==> src/design/ufrc_pkg.sv <==
// ============================================================================
// ufrc_pkg
// Shared types and constants of the UART frame receiver with checksum check.
// ============================================================================
package ufrc_pkg;

    localparam int BYTE_W      = 8;
    localparam int IDX_W       = 6;
    localparam int CFG_INDEX_W = 2;

    // Frame header: checksum, command and length follow the preamble pair
    localparam logic [BYTE_W-1:0] HEADER_BYTES = 8'd4;

    localparam logic MODE_BYTE = 1'b0;
    localparam logic MODE_TICK = 1'b1;

    // Register indexes of the configuration port
    localparam logic [CFG_INDEX_W-1:0] REG_PREAMBLE  = 2'd0;
    localparam logic [CFG_INDEX_W-1:0] REG_POSTAMBLE = 2'd1;
    localparam logic [CFG_INDEX_W-1:0] REG_TIMEOUT   = 2'd2;

    localparam logic [BYTE_W-1:0] PREAMBLE_RESET  = 8'd254;
    localparam logic [BYTE_W-1:0] POSTAMBLE_RESET = 8'd253;
    localparam logic [BYTE_W-1:0] TIMEOUT_RESET   = 8'd10;

    typedef enum logic [1:0] {
        EV_GOOD    = 2'd0,
        EV_NACK    = 2'd1,
        EV_TIMEOUT = 2'd2
    } event_t;

    typedef struct packed {
        logic [BYTE_W-1:0] preamble;
        logic [BYTE_W-1:0] postamble;
        logic [BYTE_W-1:0] timeout;
    } cfg_t;

    // Frame close or timeout, handed from the decoder to the emitter
    typedef struct packed {
        logic              valid;
        event_t            kind;
        logic [BYTE_W-1:0] command;
        logic [BYTE_W-1:0] length;
        logic              has_payload;
        logic [IDX_W-1:0]  last_index;
    } frame_event_t;

    // Payload store write
    typedef struct packed {
        logic              en;
        logic [IDX_W-1:0]  addr;
        logic [BYTE_W-1:0] data;
    } store_write_t;

endpackage

==> src/design/uart_frame_receiver_checksum.sv <==
// ============================================================================
// uart_frame_receiver_checksum
// UART frame receiver with 8-bit checksum check and tick-based timeout.
// ============================================================================
// Usage:
//   Input stream (s_axis): one beat per received UART byte or per 1 ms tick.
//   tuser selects the kind (0 = byte in tdata, 1 = tick). Two preamble bytes
//   open a frame; checksum, command, length, payload and a postamble follow.
//   Output stream (m_axis): on a postamble that closes a good frame, one beat
//   per stored payload byte with tlast on the final one (an empty frame gives
//   one beat with payload_valid low); a checksum mismatch gives one NACK
//   beat; a timeout with a nonzero byte count gives one timeout beat.
//   Configuration: plain write port; index 0 preamble, 1 postamble, 2 timeout.
//   A closing beat loads the job register; each result beat is registered.
//   Throughput: one input beat per cycle while no burst is in flight. A burst
//   holds s_axis_tready low until its last result beat is issued, since
//   replay reads the payload store one entry per cycle unless m_axis stalls.
//   Reset: clears decoder state and job/output valid flags; restores register
//   defaults; the payload store is not cleared and needs no clearing pass.
//   Stall: a held output beat keeps its data; inputs are still taken as long
//   as no burst is pending.
// ============================================================================
module uart_frame_receiver_checksum
#(
    parameter int PAYLOAD_BYTES = 32
)
(
    input  logic                                clk,
    input  logic                                rst_n,
    // input stream
    input  logic                                s_axis_tvalid,
    output logic                                s_axis_tready,
    input  logic [7:0]                          s_axis_tdata,  // [7:0] rx_byte
    input  logic                                s_axis_tuser,  // [0] mode
    // output stream
    output logic                                m_axis_tvalid,
    input  logic                                m_axis_tready,
    // [7:0] command, [15:8] declared_length, [21:16] payload_index,
    // [29:22] payload_byte, [31:30] zero
    output logic [31:0]                         m_axis_tdata,
    // [1:0] event_res, [2] payload_valid
    output logic [2:0]                          m_axis_tuser,
    output logic                                m_axis_tlast,
    // configuration
    input  logic                                cfg_we,
    input  logic [ufrc_pkg::CFG_INDEX_W-1:0]    cfg_index,
    input  logic [ufrc_pkg::BYTE_W-1:0]         cfg_data
);
    import ufrc_pkg::*;

    cfg_t              cfg;
    frame_event_t      ev;
    store_write_t      wr;
    logic              busy;
    logic              beat;
    event_t            out_kind;
    logic [BYTE_W-1:0] out_command;
    logic [BYTE_W-1:0] out_length;
    logic [IDX_W-1:0]  out_index;
    logic [BYTE_W-1:0] out_byte;
    logic              out_pvalid;

    // Hold input only while a burst replays the payload store
    assign s_axis_tready = !busy;
    assign beat          = s_axis_tvalid && s_axis_tready;

    ufrc_regs u_regs
    (
        .clk       (clk),
        .rst_n     (rst_n),
        .cfg_we    (cfg_we),
        .cfg_index (cfg_index),
        .cfg_data  (cfg_data),
        .cfg       (cfg)
    );

    ufrc_decode #(.PAYLOAD_BYTES(PAYLOAD_BYTES)) u_decode
    (
        .clk     (clk),
        .rst_n   (rst_n),
        .beat    (beat),
        .mode    (s_axis_tuser),
        .rx_byte (s_axis_tdata),
        .cfg     (cfg),
        .ev      (ev),
        .wr      (wr)
    );

    ufrc_emit #(.PAYLOAD_BYTES(PAYLOAD_BYTES)) u_emit
    (
        .clk         (clk),
        .rst_n       (rst_n),
        .ev          (ev),
        .wr          (wr),
        .busy        (busy),
        .out_valid   (m_axis_tvalid),
        .out_ready   (m_axis_tready),
        .out_kind    (out_kind),
        .out_command (out_command),
        .out_length  (out_length),
        .out_index   (out_index),
        .out_byte    (out_byte),
        .out_pvalid  (out_pvalid),
        .out_last    (m_axis_tlast)
    );

    // Pack result fields, lowest field first
    assign m_axis_tdata = {2'b00, out_byte, out_index, out_length, out_command};
    assign m_axis_tuser = {out_pvalid, out_kind};

endmodule

==> src/design/ufrc_regs.sv <==
// ============================================================================
// ufrc_regs
// Configuration registers: preamble, postamble and timeout tick count.
// ============================================================================
module ufrc_regs
(
    input  logic                                clk,
    input  logic                                rst_n,
    input  logic                                cfg_we,
    input  logic [ufrc_pkg::CFG_INDEX_W-1:0]    cfg_index,
    input  logic [ufrc_pkg::BYTE_W-1:0]         cfg_data,
    output ufrc_pkg::cfg_t                      cfg
);
    import ufrc_pkg::*;

    cfg_t cfg_reg;

    always_ff @(posedge clk or negedge rst_n)
    begin
        if (!rst_n)
        begin
            cfg_reg.preamble  <= PREAMBLE_RESET;
            cfg_reg.postamble <= POSTAMBLE_RESET;
            cfg_reg.timeout   <= TIMEOUT_RESET;
        end
        else if (cfg_we)
        begin
            unique case (cfg_index)
                REG_PREAMBLE:  cfg_reg.preamble  <= cfg_data;
                REG_POSTAMBLE: cfg_reg.postamble <= cfg_data;
                REG_TIMEOUT:   cfg_reg.timeout   <= cfg_data;
                default:       ;
            endcase
        end
    end

    assign cfg = cfg_reg;

endmodule

==> src/design/ufrc_decode.sv <==
// ============================================================================
// ufrc_decode
// Frame tracker: updates receiver state on each accepted beat, writes
// payload bytes to the store and flags frame closes and timeouts.
// ============================================================================
module ufrc_decode
#(
    parameter int PAYLOAD_BYTES = 32
)
(
    input  logic                            clk,
    input  logic                            rst_n,
    input  logic                            beat,
    input  logic                            mode,
    input  logic [ufrc_pkg::BYTE_W-1:0]     rx_byte,
    input  ufrc_pkg::cfg_t                  cfg,
    output ufrc_pkg::frame_event_t          ev,
    output ufrc_pkg::store_write_t          wr
);
    import ufrc_pkg::*;

    localparam logic [BYTE_W-1:0] PAYLOAD_LIMIT = BYTE_W'(PAYLOAD_BYTES);

    logic              in_frame_reg,       in_frame_next;
    logic [BYTE_W-1:0] byte_count_reg,     byte_count_next;
    logic [BYTE_W-1:0] running_sum_reg,    running_sum_next;
    logic [BYTE_W-1:0] sent_checksum_reg,  sent_checksum_next;
    logic [BYTE_W-1:0] stored_command_reg, stored_command_next;
    logic [BYTE_W-1:0] stored_length_reg,  stored_length_next;
    logic [BYTE_W-1:0] previous_byte_reg,  previous_byte_next;
    logic [BYTE_W-1:0] idle_ticks_reg,     idle_ticks_next;

    logic [BYTE_W-1:0] count_inc;
    logic [BYTE_W-1:0] pos;
    logic              past_header;
    logic              close_frame;
    logic              take_byte;

    assign count_inc   = byte_count_reg + 8'd1;
    assign pos         = count_inc - HEADER_BYTES;
    assign past_header = (count_inc >= HEADER_BYTES);
    assign close_frame = in_frame_reg && past_header && (rx_byte == cfg.postamble)
                         && (stored_length_reg == pos);
    assign take_byte   = in_frame_reg && past_header && !close_frame
                         && (pos < PAYLOAD_LIMIT);

    always_comb
    begin
        in_frame_next       = in_frame_reg;
        byte_count_next     = byte_count_reg;
        running_sum_next    = running_sum_reg;
        sent_checksum_next  = sent_checksum_reg;
        stored_command_next = stored_command_reg;
        stored_length_next  = stored_length_reg;
        previous_byte_next  = previous_byte_reg;
        idle_ticks_next     = idle_ticks_reg;
        ev                  = '0;
        wr.en               = 1'b0;
        wr.addr             = pos[IDX_W-1:0];
        wr.data             = rx_byte;

        if (beat && mode == MODE_TICK)
        begin
            if (byte_count_reg != '0 && idle_ticks_reg >= cfg.timeout)
            begin
                // abandon the partial frame
                idle_ticks_next    = '0;
                byte_count_next    = '0;
                running_sum_next   = '0;
                in_frame_next      = 1'b0;
                previous_byte_next = '0;
                ev.valid           = 1'b1;
                ev.kind            = EV_TIMEOUT;
            end
            else if (byte_count_reg != '0 && idle_ticks_reg != 8'hFF)
            begin
                idle_ticks_next = idle_ticks_reg + 8'd1;
            end
        end
        else if (beat)
        begin
            byte_count_next    = count_inc;
            idle_ticks_next    = '0;
            previous_byte_next = rx_byte;
            if (in_frame_reg)
            begin
                if (close_frame)
                begin
                    in_frame_next   = 1'b0;
                    byte_count_next = '0;
                    ev.valid        = 1'b1;
                    ev.command      = stored_command_reg;
                    ev.length       = stored_length_reg;
                    if (sent_checksum_reg != running_sum_reg)
                    begin
                        ev.kind = EV_NACK;
                    end
                    else
                    begin
                        ev.kind = EV_GOOD;
                        if (stored_length_reg != '0)
                        begin
                            ev.has_payload = 1'b1;
                            ev.last_index  = (stored_length_reg < PAYLOAD_LIMIT)
                                ? stored_length_reg[IDX_W-1:0] - 6'd1
                                : PAYLOAD_LIMIT[IDX_W-1:0] - 6'd1;
                        end
                    end
                end
                else if (count_inc == 8'd1)
                begin
                    sent_checksum_next = rx_byte;
                end
                else if (count_inc == 8'd2)
                begin
                    stored_command_next = rx_byte;
                    running_sum_next    = rx_byte;
                end
                else if (count_inc == 8'd3)
                begin
                    stored_length_next = rx_byte;
                    running_sum_next   = running_sum_reg + rx_byte;
                end
                else if (take_byte)
                begin
                    wr.en            = 1'b1;
                    running_sum_next = running_sum_reg + rx_byte;
                end
            end
            else if (rx_byte == cfg.preamble && previous_byte_reg == cfg.preamble)
            begin
                in_frame_next    = 1'b1;
                byte_count_next  = '0;
                running_sum_next = '0;
            end
        end
    end

    always_ff @(posedge clk or negedge rst_n)
    begin
        if (!rst_n)
        begin
            in_frame_reg       <= 1'b0;
            byte_count_reg     <= '0;
            running_sum_reg    <= '0;
            sent_checksum_reg  <= '0;
            stored_command_reg <= '0;
            stored_length_reg  <= '0;
            previous_byte_reg  <= '0;
            idle_ticks_reg     <= '0;
        end
        else
        begin
            in_frame_reg       <= in_frame_next;
            byte_count_reg     <= byte_count_next;
            running_sum_reg    <= running_sum_next;
            sent_checksum_reg  <= sent_checksum_next;
            stored_command_reg <= stored_command_next;
            stored_length_reg  <= stored_length_next;
            previous_byte_reg  <= previous_byte_next;
            idle_ticks_reg     <= idle_ticks_next;
        end
    end

endmodule

==> src/design/ufrc_emit.sv <==
// ============================================================================
// ufrc_emit
// Payload store and result sequencer: replays a closed frame or timeout one
// beat per cycle, unless the output stalls, through the output register.
// ============================================================================
module ufrc_emit
#(
    parameter int PAYLOAD_BYTES = 32
)
(
    input  logic                            clk,
    input  logic                            rst_n,
    input  ufrc_pkg::frame_event_t          ev,
    input  ufrc_pkg::store_write_t          wr,
    output logic                            busy,
    output logic                            out_valid,
    input  logic                            out_ready,
    output ufrc_pkg::event_t                out_kind,
    output logic [ufrc_pkg::BYTE_W-1:0]     out_command,
    output logic [ufrc_pkg::BYTE_W-1:0]     out_length,
    output logic [ufrc_pkg::IDX_W-1:0]      out_index,
    output logic [ufrc_pkg::BYTE_W-1:0]     out_byte,
    output logic                            out_pvalid,
    output logic                            out_last
);
    import ufrc_pkg::*;

    localparam int AW = (PAYLOAD_BYTES > 1) ? $clog2(PAYLOAD_BYTES) : 1;

    logic [BYTE_W-1:0] mem [PAYLOAD_BYTES];

    // active job
    logic              job_active_reg;
    event_t            job_kind_reg;
    logic [BYTE_W-1:0] job_command_reg;
    logic [BYTE_W-1:0] job_length_reg;
    logic              job_payload_reg;
    logic [IDX_W-1:0]  job_last_reg;
    logic [IDX_W-1:0]  job_idx_reg;

    // output register
    logic              out_valid_reg;
    event_t            out_kind_reg;
    logic [BYTE_W-1:0] out_command_reg;
    logic [BYTE_W-1:0] out_length_reg;
    logic [IDX_W-1:0]  out_index_reg;
    logic [BYTE_W-1:0] mem_q_reg;
    logic              out_pvalid_reg;
    logic              out_last_reg;

    logic issue;
    logic issue_last;

    assign issue      = job_active_reg && (!out_valid_reg || out_ready);
    assign issue_last = (job_idx_reg == job_last_reg);

    always_ff @(posedge clk)
    begin
        if (wr.en)
        begin
            mem[wr.addr[AW-1:0]] <= wr.data;
        end
    end

    always_ff @(posedge clk or negedge rst_n)
    begin
        if (!rst_n)
        begin
            job_active_reg <= 1'b0;
            out_valid_reg  <= 1'b0;
        end
        else
        begin
            if (ev.valid)
            begin
                job_active_reg <= 1'b1;
            end
            else if (issue && issue_last)
            begin
                job_active_reg <= 1'b0;
            end

            if (issue)
            begin
                out_valid_reg <= 1'b1;
            end
            else if (out_ready)
            begin
                out_valid_reg <= 1'b0;
            end
        end
    end

    always_ff @(posedge clk)
    begin
        if (ev.valid)
        begin
            job_kind_reg    <= ev.kind;
            job_command_reg <= ev.command;
            job_length_reg  <= ev.length;
            job_payload_reg <= ev.has_payload;
            job_last_reg    <= ev.last_index;
            job_idx_reg     <= '0;
        end
        else if (issue)
        begin
            job_idx_reg <= job_idx_reg + 6'd1;
        end

        if (issue)
        begin
            out_kind_reg    <= job_kind_reg;
            out_command_reg <= job_command_reg;
            out_length_reg  <= job_length_reg;
            out_index_reg   <= job_idx_reg;
            out_pvalid_reg  <= job_payload_reg;
            out_last_reg    <= issue_last;
            mem_q_reg       <= mem[job_idx_reg[AW-1:0]];
        end
    end

    assign busy        = job_active_reg;
    assign out_valid   = out_valid_reg;
    assign out_kind    = out_kind_reg;
    assign out_command = out_command_reg;
    assign out_length  = out_length_reg;
    assign out_index   = out_index_reg;
    assign out_byte    = out_pvalid_reg ? mem_q_reg : '0;
    assign out_pvalid  = out_pvalid_reg;
    assign out_last    = out_last_reg;

`ifndef SYNTHESIS
    a_no_store_write_in_burst: assert property (@(posedge clk) disable iff (!rst_n)
        job_active_reg |-> !wr.en)
        else $error("payload store written during a burst");

    a_no_event_in_burst: assert property (@(posedge clk) disable iff (!rst_n)
        job_active_reg |-> !ev.valid)
        else $error("frame event while a burst is active");

    a_burst_continues: assert property (@(posedge clk) disable iff (!rst_n)
        (out_valid_reg && !out_last_reg) |-> job_active_reg)
        else $error("burst ended without a last beat");

    a_payload_only_good: assert property (@(posedge clk) disable iff (!rst_n)
        (out_valid_reg && out_pvalid_reg) |-> (out_kind_reg == EV_GOOD))
        else $error("payload beat on a non-good event");
`endif

endmodule
==> config.mk <==
export PLATFORM = sky130hd
export DESIGN_NAME = uart_frame_receiver_checksum
export DESIGN_NICKNAME = d
export VERILOG_FILES = /design/src/design/ufrc_pkg.sv /design/src/design/uart_frame_receiver_checksum.sv /design/src/design/ufrc_regs.sv /design/src/design/ufrc_decode.sv /design/src/design/ufrc_emit.sv
export SDC_FILE = /design/constraint.sdc
export NUM_CORES = 1
export LEC_CHECK = 0
export BUFFER_PORTS_ARGS = -buffer_cell sky130_fd_sc_hd__buf_4
export CORE_MARGIN = 2
export CORE_UTILIZATION = 34
export DETAILED_ROUTE_END_ITERATION = 10
export GPL_TIMING_DRIVEN = 0
export PLACE_DENSITY = 0.6
export SYNTH_ARGS = -nofsm -noshare
export SYNTH_HDL_FRONTEND = slang
export SYNTH_SLANG_ARGS = --single-unit
export TNS_END_PERCENT = 10
==> constraint.sdc <==
create_clock -name clk -period 11.1 [get_ports clk]
set_clock_uncertainty 0.2 [all_clocks]
set_input_delay 2.22 -clock clk [delete_from_list [all_inputs] [get_ports clk]]
set_output_delay 2.22 -clock clk [all_outputs]
set_load 0.02 [all_outputs]
; After elaboration in Yosys (flattened, before gate mapping)
; Memory sizes are Yosys's and may differ from the RTL's. A register that Yosys moved wholly into a read port is not among the register bits.
; Index checks and enable logic that the tools add are counted.
[totals]
ff_bits = 140
latch_bits = 0
mem_bits_rw = 256
mem_bits_ro = 0
inputBits = 24
output_inout_bits = 38
wordCells = 149
n_memories = 1
[classes]
addsub = 6
n_mul = 0
n_div = 0
n_lt_le_gt_ge = 4
n_eq_ne = 17
shifts = 0
mux = 51
bitwise_logic = 8
n_reduce_logical = 36
[mem_list]
columns = name, depth, word_bits, read_ports, rd_ports_with_merged_regs, write_ports, line_no
row1 = u_emit.mem, 32, 8, 1, 1, 1, ufrc_emit.sv:30  ; logic [BYTE_W-1:0] mem [PAYLOAD_BYTES];
[ops]
columns = cell, n
row1 = $mux 8, 22
row2 = $mux 26, 3
row3 = $eq 8x8->1, 4
row4 = $mux 1, 21
row5 = $add 8x1->8 const B, 2
row6 = $eq 8x2->1 const B, 2
row7 = $lt 8x6->1 const B, 2
row8 = $reduce_bool 8->1, 2
row9 = $mux 7, 2
row10 = $logic_and 1x1->1, 12
row11 = $reduce_and 6->1, 2
row12 = $reduce_and 2->1, 5
row13 = $ne 3x3->1 const B, 3
row14 = $add 8x8->8, 1
row15 = $eq 8x1->1 const B, 1
row16 = $ge 8x3->1 const B, 1
row17 = $ge 8x8->1, 1
row18 = $ne 8x8->1, 1
row19 = $ne 8x8->1 const B, 1
row20 = $not 1->1, 8
row21 = $sub 8x3->8 const B, 1
row22 = $reduce_and 7->1, 1
row23 = $reduce_or 7->1, 1
row24 = $add 6x1->6 const B, 1
row25 = other kinds (17), 22

; Depth between registers and ports, before layout
[logic_depth]
ltp_word = 18
depth_mapped = 14

; Modules after synthesis
; Synthesis repeated with hierarchy kept, for this count alone.
[hier_totals]
hier_cells = 1148
hier_area_um2 = 17630.7
[modules_own_cells]
columns = mod, instances, cells_each, area_each_um2, seq_area_each_um2
row1 = ufrc_emit, 1, 590, 12186.7, 9629.2
row2 = ufrc_decode, 1, 501, 4475.5, 1426.4
row3 = ufrc_regs, 1, 51, 932.1, 620.6
row4 = uart_frame_receiver_checksum, 1, 6, 36.3, 0.0

; Worst setup path before layout
; Ideal clock, no wire load.
[synth_path]
kind = in2reg
startpoint = in s_axis_tdata[3]
endpoint = mem u_emit.mem[0][0], enable pin
setup_ps = 282
t_arrival_ps = 4211
t_required_ps = 10618
slack_ps = 6407
stages = 10
cell_sequence = clkbuf_1 > xnor2_1 > and3_1 > o2111ai_1 > or4_4 > nor4_4 > a21oi_2 > buf_2 > nand4_1 > nor2_1
[synth_via]
elab_chain_len = 16
[synth_lines]
columns = element, line_no
row1 = "start, declared", uart_frame_receiver_checksum.sv:33  ; input logic [7:0] s_axis_tdata,
row2 = $eq 8x8->1 *, ufrc_decode.sv:42  ; assign close_frame = in_frame_reg && past_header && (rx_byte == cfg.postamble)
row3 = $logic_and 1x1->1 *, ufrc_decode.sv:42
row4 = $logic_and 1x1->1 *, ufrc_decode.sv:43  ; && (stored_length_reg == pos);
row5 = $logic_not 1->1, ufrc_decode.sv:44  ; assign take_byte = in_frame_reg && past_header && !close_frame
row6 = $logic_and 1x1->1, ufrc_decode.sv:44
row7 = $logic_and 1x1->1, ufrc_decode.sv:45  ; && (pos < PAYLOAD_LIMIT);
row8 = $mux 1, ufrc_decode.sv:124  ; else if (take_byte)
row9 = $mux 1, ufrc_decode.sv:119  ; else if (count_inc == 8'd3)
row10 = $mux 1, ufrc_decode.sv:114  ; else if (count_inc == 8'd2)
row11 = $mux 1, ufrc_decode.sv:110  ; else if (count_inc == 8'd1)
row12 = $mux 1 *, ufrc_decode.sv:87  ; if (close_frame)
row13 = $mux 1 *, ufrc_decode.sv:85  ; if (in_frame_reg)
row14 = $mux 1 *, ufrc_decode.sv:80  ; else if (beat)
row15 = $mux 1 *, ufrc_decode.sv:62  ; if (beat && mode == MODE_TICK)
row16 = $mux 1 *, ufrc_emit.sv:59  ; if (wr.en)
row17 = $mux 1 (not written as such) *, ufrc_emit.sv:61  ; mem[wr.addr[AW-1:0]] <= wr.data;
row18 = "end, declared", ufrc_emit.sv:30
; Every way passes the cells marked *; elsewhere a longest branch is shown, timed or not.

; Worst setup path after layout
[layout_path]
startpoint = in s_axis_tdata[2]
endpoint = mem u_emit.mem[16][7], enable pin
; Same word-level chain as after synthesis.

==> impl_metrics.yaml <==
outcome:
  outcome: "complete, no violations"
critical_path:
  regToRegStartpoint: "u_decode.byte_count_reg[0]"
  crit_type: "in -> reg"
  cp-end-kind: "flop"
  arrival_ns: 5.82
  cp-startpoint: "s_axis_tdata[2]"
  crit_path_start_kind: "input port"
  cp_max_fo: 34
  worstPathRequired_ns: 11.09
clocking:
  cts_tree: "built"
  cts_buffers: 44
  clock_latency_ns: 0.58
  cts-root-buf: "clkbuf_16"
  cts_resized: 0
  htree_num_levels: 2
  cts_setup_buffers: 0
  clk_pin_slew_ns: 0.06
  cts_hold_buf: 0
  max-clock-path-buffers: 3
  cts_sinks: 404
synthesis:
  ys_seq_elements: 404
  synthCells: 1068
  synth_top_flop_cell: "edfxtp_1"
  syn_avg_cell_area_sq_um: 16.32
  ys_seq_area_share_pct: 66.98
  synth_cell_types: 75
  synth_area_sq_um: 17430
  ys_warn_count: 0
  synth_edf_count: 315
  async_flop_share_pct: 20.54
finish:
  drive_gt1_share_pct: 26.34
  final_cells: 1883
  final_util_pct: 40.41
  n_antenna_cell: 0
  final_common_cell: "edfxtp_1"
  layout.nets: 1228
  most-common-layout-cells: "edfxtp_1, mux4_2, nor2_1, dfrtp_1, buf_4"
  area_growth_syn_to_layout_pct: 16.77
  largest_reg_flops: 256
route:
  wl_microns: 39880
  drc: 0
  vias: 9510
  wl_per_cell_microns: 21.18
  initialDrtViolationCount: 754
  dr.pass1.iters: 5
  ant_nets: 0
  viasPerCell: 5.050
global_routing:
  antenna_found_initial: 1
  grtUsageTotal_pct: 15.07
  grt_pass1_vias: 9585
  grt.overflow.total: 0
  grt_max_degree: 84
  grt_pass1_wl_microns: 60150
timing:
  period_minus_slack_ns: 5.827
  fin_crit_sh_pct: 52.50
  setup-tns-final_ns: 0
  slew_headroom_pct: 23.34
  hold_viol: 0
  setup_viol: 0
  rsz0062_at_grt: "no"
  worstMarginPinSlew_ns: 1.147
  max_freq_mhz: 171.6
  report.final.slew_viol_count: 0
worst_hold_path:
  min_path_type: "reg -> reg"
  min-delay-start: "u_emit.job_length_reg[0]"
floorplan:
  die_w_microns: 230.4
  dieArea_sq_um: 53100
  io_pins: 62
  initial_core_util_pct: 34.60
  num_rows: 82
  coreArea_sq_um: 50380
  die_h_microns: 230.4
placement:
  dp_hpwl_microns: 26560
  gp_congestion: 0.8587
  dp.cells: 1801
  portBuffers: 59
power:
  p_per_area_nw_per_um2: 236.7
  switching_share_pct: 30.78
  p_switching_uw: 1483
  vdd_ir_drop_max_mv: 0.1020
  power_leakage_uw: 0.007165
  power_frac_clock_pct: 33.0
  seqPwrFrac_pct: 38.7
  p_int_uw: 3334
  p_comb_share_pct: 28.4
job:
  maxCapViolCount: 0
-- final timing paths --
kind / endpoint / slack (ns) / depth (start not counted)
worst max-delay path: u_emit.mem[16][7] / 5.27 / 11
worst min-delay path: u_emit.out_length[0] / 0.22 / 0
worst max register to register: u_emit.mem[16][7] / 5.81 / 13
worst min register to register: u_emit.out_length[0] / 0.22 / 0
max in group asynchronous: u_decode.stored_length_reg[4] / 8.36 / 1
min in group asynchronous: u_regs.cfg[16] / 1.67 / 1
-- metal layers --
metal,wire length (microns),global-route usage (%),vias up
met1,17410,20.70,4866
met3,2211,2.680,49
met5,0,0,-
met4,737,3.690,0
met2,19510,24.91,245
li1,-,-,4350
-- worst max-delay path, cell delays in order --
cell,delay (ns)
buf_4,0.36
buf_1,0.45
xnor2_1,0.21
and3_1,0.19
o2111ai_1,0.07
or4_4,0.17
nor4_4,0.06
a21oi_2,0.29
buf_2,0.29
nand4_1,0.57
nor2_1,0.89
-- per-stage QoR --
stage,cell area [sq um],hold slack [ns],power (uW),setup WS [ns]
final,20360,0.2152,4817,5.273
after global routing,20360,0.2295,5050,5.028
after CTS,20360,0.2182,4862,5.281
after detailed placement,18750,0.2045,3266,4.654
after global placement,18720,0.2069,3247,4.683
after floorplan,17440,0.2003,2853,6.407
-- cells in the mapped netlist (all sizes together) (2+ instances only) --
| cell type | n | area, sq um |
|---|---|---|
| a211oi | 8 | 65.06 |
| a21o | 4 | 30.03 |
| a21oi | 15 | 78.83 |
| a31o | 3 | 26.28 |
| and2 | 25 | 156.4 |
| and3 | 18 | 112.6 |
| buf | 21 | 123.9 |
| clkbuf | 31 | 116.4 |
| dfrtp | 67 | 1677 |
| dfstp | 16 | 420.4 |
| dfxtp | 6 | 120.1 |
| edfxtp | 315 | 9459 |
| ha | 28 | 350.3 |
| inv | 21 | 78.82 |
| mux2 | 55 | 679.4 |
| mux2i | 7 | 70.07 |
| mux4 | 80 | 1802 |
| nand2 | 52 | 197.7 |
| nand2b | 9 | 56.30 |
| nand3 | 16 | 85.08 |
| nand3b | 4 | 30.03 |
| nand4 | 15 | 100.1 |
| nor2 | 70 | 262.8 |
| nor2b | 4 | 25.02 |
| nor3 | 20 | 105.1 |
| nor3b | 2 | 15.01 |
| nor4 | 7 | 58.81 |
| o211ai | 2 | 15.01 |
| o21a | 3 | 22.52 |
| o21ai | 45 | 225.2 |
| o22ai | 6 | 37.54 |
| o2bb2ai | 9 | 78.83 |
| o31ai | 4 | 30.03 |
| or2 | 3 | 18.77 |
| or3b | 3 | 26.28 |
| xnor2 | 36 | 322.8 |
| xor2 | 17 | 167.7 |
-- cell type report --
type	instances	area (sq um)
Clock buffer	48	1157
Sequential cell	404	11680
Inverter	22	82.58
Timing Repair Buffer	60	470.5
Multi-Input combinational cell	591	5436
Clock inverter	34	450.4
Buffer	52	241.5
Tap cell	672	840.8
Fill cell	4583	30020
-- power by group through the flow --
stage / combinational [uW] / sequential, uW / clock (uW)
after floorplan: 985 / 1870 / 0
after global placement: 1350 / 1890 / 0
after detailed placement: 1370 / 1890 / 0
after CTS: 1380 / 1860 / 1620
after global routing: 1490 / 1880 / 1680
final: 1370 / 1860 / 1590
-- cell families after synthesis --
logic type	share of synthesized area (%)
AO/OA/AOI/OAI	4.142
XOR/XNOR	2.814
buffers and inverters	1.852
multiplexers	14.64
flip-flops	66.98
AND/OR/NAND/NOR	7.429
other	0.02151
adder cells (fa/ha/maj)	2.125
No activity file was read; power rests on OpenSTA's default activity.
